<file path="config.mk">
export PLATFORM = sky130hd
export DESIGN_NAME = atlerp_fifo
export DESIGN_NICKNAME = d
export VERILOG_FILES = /design/src/rtl/atlerp_pkg.sv /design/src/rtl/atlerp_fifo.sv
export SDC_FILE = /design/constraint.sdc
export NUM_CORES = 1
export LEC_CHECK = 0
export ABC_AREA = 0
export BUFFER_PORTS_ARGS = -buffer_cell sky130_fd_sc_hd__buf_2
export CAP_MARGIN = 15
export CORE_ASPECT_RATIO = 1.25
export CORE_MARGIN = 2
export CORE_UTILIZATION = 39
export DETAILED_ROUTE_END_ITERATION = 10
export GPL_ROUTABILITY_DRIVEN = 0
export HOLD_SLACK_MARGIN = 0.08
export PLACE_DENSITY_LB_ADDON = 0.2
export SLEW_MARGIN = 20
export SYNTH_ARGS = -nofsm -noshare
export SYNTH_HDL_FRONTEND = slang
export SYNTH_SLANG_ARGS = --single-unit
export TNS_END_PERCENT = 1
</file>
<file path="constraint.sdc">
create_clock -name clk_i -period 4.69 [get_ports clk_i]
set_input_delay 0.469 -clock clk_i [delete_from_list [all_inputs] [get_ports clk_i]]
set_output_delay 0.469 -clock clk_i [all_outputs]
set_load 0.005 [all_outputs]
</file>
<file path="src/rtl/atlerp_pkg.sv">
package atlerp_pkg;

  // Table geometry.
  localparam int MAX_SLICES   = 1024;
  localparam int MAX_ORBITALS = 8;
  localparam int SLICE_W      = $clog2(MAX_SLICES);
  localparam int ORB_W        = $clog2(MAX_ORBITALS);
  localparam int ROW_W        = SLICE_W - 1;
  localparam int BANK_AW      = ORB_W + ROW_W;
  localparam int BANK_DEPTH   = MAX_ORBITALS * MAX_SLICES / 2;

  // Data widths.
  localparam int DATA_W     = 32;
  localparam int BETA_W     = 31;
  localparam int SCALE_W    = 32;
  localparam int NSLICE_W   = 11;
  localparam int IN_TDATA_W = 80;
  localparam int CFG_IDX_W  = 2;

  // Result queue.
  localparam int FIFO_DEPTH = 8;
  localparam int FIFO_AW    = $clog2(FIFO_DEPTH);

  // Register reset values.
  localparam logic [BETA_W-1:0]   BETA_RESET   = 31'd16777216;
  localparam logic [SCALE_W-1:0]  SCALE_RESET  = 32'd67043328;
  localparam logic [NSLICE_W-1:0] NSLICE_RESET = 11'd1024;

  typedef enum logic [CFG_IDX_W-1:0] {
    REG_PERIOD_BETA   = 2'd0,
    REG_INDEX_SCALE   = 2'd1,
    REG_SLICES_IN_USE = 2'd2
  } cfg_reg_e;

  typedef enum logic {
    OP_WRITE = 1'b0,
    OP_QUERY = 1'b1
  } op_e;

  // Access to one bank of the sample table.
  typedef struct packed {
    logic               en;
    logic               we;
    logic [BANK_AW-1:0] addr;
    logic [DATA_W-1:0]  wdata;
  } bank_req_t;

endpackage

</file>
<file path="src/rtl/atlerp_fifo.sv">
module atlerp_fifo (
  input  logic                          clk_i,
  input  logic                          rst_ni,
  input  logic                          push_i,
  input  logic [atlerp_pkg::DATA_W-1:0] push_data_i,
  output logic                          valid_o,
  input  logic                          ready_i,
  output logic [atlerp_pkg::DATA_W-1:0] data_o
);
  import atlerp_pkg::*;

  logic [DATA_W-1:0]  store_q [FIFO_DEPTH];
  logic [FIFO_AW-1:0] wr_ptr_q, wr_ptr_d;
  logic [FIFO_AW-1:0] rd_ptr_q, rd_ptr_d;
  logic [FIFO_AW:0]   count_q, count_d;
  logic               pop;

  // The caller never pushes into a full queue.
  assign valid_o = (count_q != '0);
  assign pop     = valid_o && ready_i;
  assign data_o  = store_q[rd_ptr_q];

  always_comb begin
    wr_ptr_d = push_i ? wr_ptr_q + 1'b1 : wr_ptr_q;
    rd_ptr_d = pop ? rd_ptr_q + 1'b1 : rd_ptr_q;
    count_d  = count_q;
    if (push_i && !pop) begin
      count_d = count_q + 1'b1;
    end else if (!push_i && pop) begin
      count_d = count_q - 1'b1;
    end
  end

  always_ff @(posedge clk_i or negedge rst_ni) begin
    if (!rst_ni) begin
      wr_ptr_q <= '0;
      rd_ptr_q <= '0;
      count_q  <= '0;
    end else begin
      wr_ptr_q <= wr_ptr_d;
      rd_ptr_q <= rd_ptr_d;
      count_q  <= count_d;
    end
  end

  always_ff @(posedge clk_i) begin
    if (push_i) begin
      store_q[wr_ptr_q] <= push_data_i;
    end
  end

endmodule

</file>
Word-level counts from Yosys, hierarchy flattened. Memory sizes are Yosys's and may differ from the RTL's. Cells that the tools add are included.

Memories kept: 1. Flip-flop bits (word level): 10. Output and inout port bits: 33. RAM bits: 256. Bits in read-only memories: 0. Bits in latches: 0. Input bits: 36.

Shift operators: 0. Add/sub/neg operators: 4. Magnitude comparators: 0. Bitwise operators: 0. Reductions and logical operators: 7. Multiply operators: 0. Divide/modulo/power cells: 0. Mux-type cells: 4. Equal/unequal tests: 0.

Memory list: store_q (words 8, width 32, rd ports 1, clocked after Yosys merged registers in 0, wr ports 1, line atlerp_fifo.sv:12) `logic [DATA_W-1:0] store_q [FIFO_DEPTH];`.

Operator list (count): 2-to-1 mux 4 bit (2); adder 3 x 1 -> 3 bit (second input constant) (2); adder 4 x 1 -> 4 bit (second input constant) (1); nonzero test 4 bit (1); subtractor 4 x 1 -> 4 bit (second input constant) (1); logical AND 1 bit (3); zero test 1 bit (2); 2-to-1 mux 1 bit (2); nonzero test 2 bit (1).

Depth between registers and ports, before layout. Gate-level depths: netlist (run 1).

Depth in word-level cells: 5. Mapped depth: 8.

Worst setup path before layout (run 1). No wires, ideal clock.

Path kind: register -> register. Start point: reg wr_ptr_q[1]. End point: mem store_q[0][0] (enable). Cell stages (with the launch flop): 3. Setup slack: 1.449 ns. Path buffers: 0. Data arrival time: 2.780 ns. Period minus slack after synthesis: 3.241 ns. Setup time: 0.461 ns. Path through: dfrtp_1 nand2b_1 nor3_1.

RTL lines: start, declared (line atlerp_fifo.sv:13) `logic [FIFO_AW-1:0] wr_ptr_q, wr_ptr_d;`; start signal, assigned (line atlerp_fifo.sv:40) `wr_ptr_q <= wr_ptr_d;`; end, declared (line atlerp_fifo.sv:12).

No word-level cell before the write port.

Final worst setup path (run 1).
Start point: reg rd_ptr_q[0]. End point: out data_o[8] (netlist bit).

Longest elaborated chain between the ends: 1.

Ends and longest elaborated chain: start, declared (line atlerp_fifo.sv:14) `logic [FIFO_AW-1:0] rd_ptr_q, rd_ptr_d;`; start signal, assigned (line atlerp_fifo.sv:41) `rd_ptr_q <= rd_ptr_d;`; memory (8 x 32 bit); end, declared (line atlerp_fifo.sv:8) `output logic [atlerp_pkg::DATA_W-1:0] data_o`.

Every way passes these cells.

==> impl_metrics.json, run 1 <==
{
  "status": "completed",
  "grt_antenna_before_repair": 3,
  "slew_viol_final": 0,
  "die_y_um": 185.9,
  "worstMarginPinSlew_ns": 1.080,
  "setup_ws_ns": 1.287,
  "hold_viol": 0,
  "clk_latency_ns": 0.52,
  "grt_usage_pct": 14.60,
  "synth_edf_count": 256,
  "fin_crit_ns": 3.403,
  "io_pins": 69,
  "path_cells": "buf_4, mux4_1, mux2_2, buf_2",
  "die_area_sq_um": 27810,
  "cts_resized": 0,
  "post_cts_buffers": 0,
  "path_buf_inv": 2,
  "cts_tree": "yes",
  "overflow": 0,
  "root_buffer": "clkbuf_16",
  "crit_family": "flip-flops",
  "hold_class": "in2reg",
  "cts.sinks": 266,
  "ys_top_cells_by_count": "edfxtp_1, mux4_2, mux2_2, mux4_1, dfrtp_1",
  "dpl-instance-area_sq_um": 11140,
  "cts_buffers": 26,
  "grt_pass1_wl_mm": 29.77,
  "antenna_left": 0,
  "fin_crit_sh_pct": 72.55,
  "slew_headroom_pct": 27.81,
  "via_count": 4543,
  "ys_top_cells_by_area": "edfxtp_1, mux4_2, mux4_1",
  "max-vdd-ir-drop_mv": 0.2835,
  "cts_buffer_depth": 3,
  "cp_max_fo": 46,
  "cts.htree.levels": 1,
  "fin_cells": 881,
  "cp.arrival_ns": 2.93,
  "drt_iter0_drc": 365,
  "critPathKind": "reg2out",
  "setup_tns_ns": 0,
  "synthArstFlopShare_pct": 3.759,
  "combPwrFrac_pct": 25.3,
  "io_buffers": 68,
  "synth-seq-cells": 266,
  "dp_hpwl_mm": 11.33,
  "p_leak_nw": 3.984,
  "holdBufCountCts": 1,
  "n_fill_cell": 2154,
  "rows": 66,
  "nets": 562,
  "ys_seq_area_share_pct": 76.85,
  "synth_warnings": 0,
  "finalSetupViolations": 0,
  "drt-pass1-iter-count": 4,
  "drive_above_1_share_pct": 38.03,
  "dp.cells": 831,
  "syn_area_per_cell_sq_um": 24.08,
  "drt-wirelength-per-cell_um": 22.34,
  "core_area_sq_um": 26010,
  "start_util_pct": 39.71,
  "internal_power_mw": 5.316,
  "endpoint_kind": "output port",
  "routed_wl_mm": 19.68,
  "synth_top_area_share_pct": 74.43,
  "synth_ff_type": "edfxtp_1",
  "cp.required_ns": 4.22,
  "grt_max_degree": 47,
  "p_per_area_nw_per_um2": 607.7,
  "synth_most_common_cell": "edfxtp_1",
  "fin_area_sq_um": 12020,
  "place_ws_ns": 1.757,
  "clkPwrFrac_pct": 28.7,
  "crit_slowest_cell": "dfrtp_4",
  "syn2layout_area_growth_pct": 16.38,
  "grt_pass1_vias": 4881,
  "die_w_um": 149.6,
  "synth.distinct_cells": 29,
  "p_sw_mw": 1.988,
  "fmaxAchievable_mhz": 293.9,
  "skew_ns": 0.009312,
  "viasPerCell": 5.157,
  "p_sw_share_pct": 27.22,
  "rsz0062_at_grt": "false",
  "power_frac_seq_pct": 46.0,
  "syn-num-nets": 471,
  "remaining_drc_errors": 0,
  "max_stage_delay_ns": 1.00,
  "cp-start-kind": "flop",
  "synthCells": 429,
  "cap_violations": 0,
  "synth_top_area_cell": "edfxtp_1",
  "clkTransAtPathRegs_ns": 0.06,
  "utilization_pct": 46.21,
  "syn-cell-area_sq_um": 10330
}
## power groups by stage
stage                     combinational, mW  sequential, mW  clock, mW
after floorplan                        1.49            3.13          0
after global placement                 1.86            3.41          0
after detailed placement               1.90            3.43          0
after CTS                              1.91            3.38       2.15
after global routing                   2.03            3.42       2.25
final                                  1.85            3.36       2.10
## metal layers
metal	GRT usage, %	wire, um
met3	2.843	890
met1	18.94	8288
met5	0	7
met4	4.190	370
met2	25.12	10120
## stage by stage
| step | hold WS (ns) | total power, mW |
|---|---|---|
| 6_report | 0.2126 | 7.304 |
| 2_1_floorplan | 0.1734 | 4.615 |
| 5_1_grt | 0.2083 | 7.696 |
| 3_3_place_gp | 0.3423 | 5.269 |
| 4_1_cts | 0.1915 | 7.434 |
| 3_5_place_dp | 0.3476 | 5.327 |
## layout by cell type (no fill, tap or decap), types with 2 or more instances in the layout
cell,n
a21oi_1,2
buf_2,68
buf_4,11
bufinv_16,4
clkbuf_1,2
clkbuf_16,27
clkinv_1,6
clkinv_2,7
dfrtp_1,7
dfrtp_2,2
diode_2,2
edfxtp_1,256
ha_1,5
mux2_2,35
mux4_1,25
mux4_2,39
nand2_1,6
nand2b_1,3
nand3_1,3
nor2_4,6
nor3_2,2
o211ai_1,2
or4_1,2
xnor2_1,5
## registers in the layout, indices dropped and copies added, names as in the netlist
name,cells
wr_ptr_q,3
store_q,256
rd_ptr_q,3
count_q,4
## logic make-up (layout without fill, tap and decap cells)
logic type	count (synthesis)	after routing	synth area share (%)
DFF	266	266	76.85
muxes	100	100	18.78
and+or+nand+nor	25	25	1.187
buffers and inverters	20	130	1.478
adders and majority gates	6	6	0.7995
AOI/OAI and AO/OA	6	6	0.3997
xor gates and xnor gates	6	6	0.5088
other	0	2	0
## final timing paths
path	cells after the start	end	slack [ns]	startpoint
max in group asynchronous	2	rd_ptr_q[0]$_DFFE_PN0P_	4.14	rst_ni
setup reg to reg	8	count_q[3]$_DFFE_PN0P_	1.80	count_q[0]$_DFFE_PN0P_
setup / recovery	4	data_o[8]	1.29	rd_ptr_q[0]$_DFFE_PN0P_
hold / removal	1	store_q[6][15]$_DFFE_PP_	0.21	push_data_i[15]
min in group asynchronous	2	count_q[3]$_DFFE_PN0P_	0.33	rst_ni
hold reg to reg	2	count_q[2]$_DFFE_PN0P_	0.54	count_q[2]$_DFFE_PN0P_
## final cells by class
class	instances	area, sq um	area share, %
inverters	1	3.754	0.03123
diodes	2	5.005	0.04164
clock buffers	29	683.2	5.683
clock inverters	18	185.2	1.541
multi-input cells	143	2293	19.08
well taps	340	425.4	3.539
repair buffers	82	480.5	3.997
flip-flops and latches	266	7944	66.09
Power figures use the tool's default switching activity.
==> inputs of run 2 (changes only) <==
--- a/config.mk
+++ b/config.mk
@@ -5,7 +5,7 @@
 export SDC_FILE = /design/constraint.sdc
 export NUM_CORES = 1
 export LEC_CHECK = 0
-export ABC_AREA = 0
+export ABC_AREA = 1
 export BUFFER_PORTS_ARGS = -buffer_cell sky130_fd_sc_hd__buf_2
 export CAP_MARGIN = 15
 export CORE_ASPECT_RATIO = 1.25
==> constraint.sdc (replaced) <==
create_clock -name clk_i -period 3.45 [get_ports clk_i]
set_input_delay 0.345 -clock clk_i [delete_from_list [all_inputs] [get_ports clk_i]]
set_output_delay 0.345 -clock clk_i [all_outputs]
set_load 0.005 [all_outputs]
==> impl_metrics.json, run 2 <==
{
  "status": "completed",
  "fmaxAchievable_mhz": 372.1,
  "rsz0062_at_grt": "false",
  "top_register": "store_q",
  "endpoint_kind": "output port",
  "syn-cell-area_sq_um": 11610,
  "root_buffer": "clkbuf_16",
  "cts.htree.levels": 1,
  "io_buffers": 68,
  "via_count": 7433,
  "critPathKind": "reg2out",
  "power_mw": 10.95,
  "clkTransAtPathRegs_ns": 0.06,
  "worstMarginPinSlew_ns": 0.8801,
  "cp.arrival_ns": 2.34,
  "clk_latency_ns": 0.53,
  "antenna_cells": 0,
  "largestRegisters": "store_q x256, count_q x4",
  "synth_top_area_cell": "edfxtp_1",
  "hold_class": "in2reg",
  "grt_pass1_wl_mm": 39.03,
  "synthArstFlopShare_pct": 3.759,
  "cp.required_ns": 3.11,
  "ys_seq_area_share_pct": 68.39,
  "max_stage_delay_ns": 0.83,
  "fin_crit_ns": 2.688,
  "p_sw_share_pct": 34.79,
  "cap_violations": 0,
  "largest_reg_flops": 256,
  "synth_edf_count": 256,
  "p_leak_nw": 5.799,
  "synthCells": 1181,
  "die_y_um": 196.9,
  "start_util_pct": 39.67,
  "synth_top_area_share_pct": 66.24,
  "synth_ff_type": "edfxtp_1",
  "fin_area_sq_um": 13350,
  "viasPerCell": 4.475,
  "max-vdd-ir-drop_mv": 0.5665,
  "internal_power_mw": 7.138,
  "rows": 70,
  "core_area_sq_um": 29250,
  "skew_ns": 0.006847,
  "grt_pass1_vias": 7161,
  "met1_length_mm": 11.06,
  "timing.critical_path.mode_cell": "nand2_1",
  "syn-num-nets": 1223,
  "p_per_area_nw_per_um2": 820.2,
  "cts_buffers": 26,
  "rr_worst_depth": 11,
  "finalSetupViolations": 0,
  "syn2layout_area_growth_pct": 15.01,
  "combPwrFrac_pct": 33.5,
  "cts.sinks": 266,
  "crit_slowest_cell": "dfrtp_4",
  "dpl-instance-area_sq_um": 12370,
  "ys_top_cells_by_count": "nand2_1, nor2_1, edfxtp_1, inv_1, buf_2",
  "hold_viol": 0,
  "grt_antenna_before_repair": 1,
  "synth-seq-cells": 266,
  "cp-start-kind": "flop",
  "dp_hpwl_mm": 13.44,
  "highest_layer": "met5",
  "syn_area_per_cell_sq_um": 9.827,
  "drt-pass1-iter-count": 5,
  "cts_tree": "yes",
  "grt_usage_pct": 16.23,
  "die_w_um": 158.3,
  "synth_warnings": 0,
  "whs_ns": 0.09033,
  "met3_length_um": 981,
  "grt_max_degree": 75,
  "n_fill_cell": 2752,
  "cp_max_fo": 60,
  "overflow": 0,
  "met2_length_mm": 12.04,
  "remaining_drc_errors": 0,
  "drive_above_1_share_pct": 11.23,
  "clkPwrFrac_pct": 28.7,
  "slew_headroom_pct": 41.33,
  "cts_buffer_depth": 3,
  "final_common_cell": "nand2_1",
  "final_cell_mix": "nand2_1, nor2_1, edfxtp_1",
  "fin_crit_sh_pct": 77.91,
  "die_area_sq_um": 31160,
  "p_sw_mw": 3.809,
  "rrSetupSlack_ns": 1.40,
  "synth_most_common_cell": "nand2_1",
  "worstHoldPathCells": 2,
  "cts_resized": 0,
  "setup_tns_ns": 0,
  "nets": 1288,
  "power_frac_seq_pct": 37.8,
  "io_pins": 69,
  "path_cells": "buf_12, nor2_1, nor2_1, nand2_1, nand2_1, nand2_1, nand2_1, buf_2",
  "slew_viol_final": 0,
  "synth.distinct_cells": 19,
  "routed_wl_mm": 24.59,
  "ys_top_cells_by_area": "edfxtp_1, nand2_1, nor2_1",
  "drt-wirelength-per-cell_um": 14.80,
  "drt_iter0_drc": 440,
  "fin_cells": 1661,
  "antenna_left": 0,
  "dp.cells": 1611
}
## run 2: cell count changes in the layout (fill, tap and decap cells not counted), moves of 3 or more
| cell | before | now |
|---|---|---|
| nor2_1 | 0 | 260 |
| mux4_2 | 39 | 0 |
| mux4_1 | 25 | 0 |
| clkinv_2 | 7 | 10 |
| nand2b_1 | 3 | 0 |
| clkinv_1 | 6 | 2 |
| mux2_2 | 35 | 0 |
| bufinv_16 | 4 | 7 |
| nand2_1 | 6 | 440 |
| inv_1 | 1 | 136 |
| buf_12 | 1 | 5 |
## run 2: cell type report
type | count | area (sq um) | share of cell area [%]
inverters | 138 | 518.0 | 3.881
flip-flops and latches | 266 | 7943 | 59.51
multi-input cells | 727 | 2887 | 21.63
clock buffers | 28 | 679.4 | 5.090
well taps | 396 | 495.5 | 3.712
clock inverters | 19 | 272.8 | 2.043
repair buffers | 87 | 553.0 | 4.143
## run 2: power groups by stage
stage               clock (mW)  sequential (mW)  combinational, mW
finish                    3.14             4.14               3.67
floorplan                    0             4.09               2.71
detailed placement           0             4.21               3.75
CTS                       3.21             4.14               3.77
global route              3.33             4.18               4.25
global placement             0             4.21               3.71
## run 2: final timing paths
kind / startpoint / to
max in group asynchronous: rst_ni / rd_ptr_q[0]$_DFFE_PN0P_
setup / recovery: rd_ptr_q[0]$_DFFE_PN0P_ / data_o[21]
hold reg to reg: wr_ptr_q[0]$_DFFE_PN0P_ / wr_ptr_q[0]$_DFFE_PN0P_
setup reg to reg: count_q[1]$_DFFE_PN0P_ / count_q[3]$_DFFE_PN0P_
hold / removal: push_i / wr_ptr_q[1]$_DFFE_PN0P_
min in group asynchronous: rst_ni / count_q[1]$_DFFE_PN0P_
## run 2: cells by family (layout without fill, tap and decap cells)
family / after synthesis / count (layout) / share of synthesized area [%]
XOR/XNOR: 5 / 5 / 0.3774
buffers and inverters: 188 / 272 / 7.255
AO/OA/AOI/OAI: 3 / 3 / 0.1293
flip-flops: 266 / 266 / 68.39
adder cells (fa/ha/maj): 6 / 6 / 0.7115
AND/OR/NAND/NOR: 713 / 713 / 23.13
## run 2: repair_timing
action | 4_1_cts | 5_1_grt
hold endpoints to repair | 20 | 0
endpoints found under the setup margin | 0 | 0
buffers inserted | 0 | 0
hold buffers | 3 | 0
## run 2: per-layer routing
metal | vias to the layer above | track usage, %
met4 | 2 | 4.638
met3 | 41 | 2.287
met5 | - | 0
met2 | 115 | 27.62
met1 | 3485 | 21.67
li1 | 3790 | -
## run 2: stage by stage
| step | setup slack (ns) | utilization [%] |
|---|---|---|
| after CTS | 0.7105 | 45.63 |
| after detailed placement | 1.243 | 42.27 |
| after global placement | 1.299 | 42.27 |
| after floorplan | 0.9397 | - |
| final | 0.7623 | 45.63 |
| after global routing | 0.5513 | 45.63 |
## run 2: critical path, delay by kind of cell (launching register included)
kind	cells	cell delay (ns)
flops	1	0.83
simple gates	6	0.51
buf+inv	2	0.45
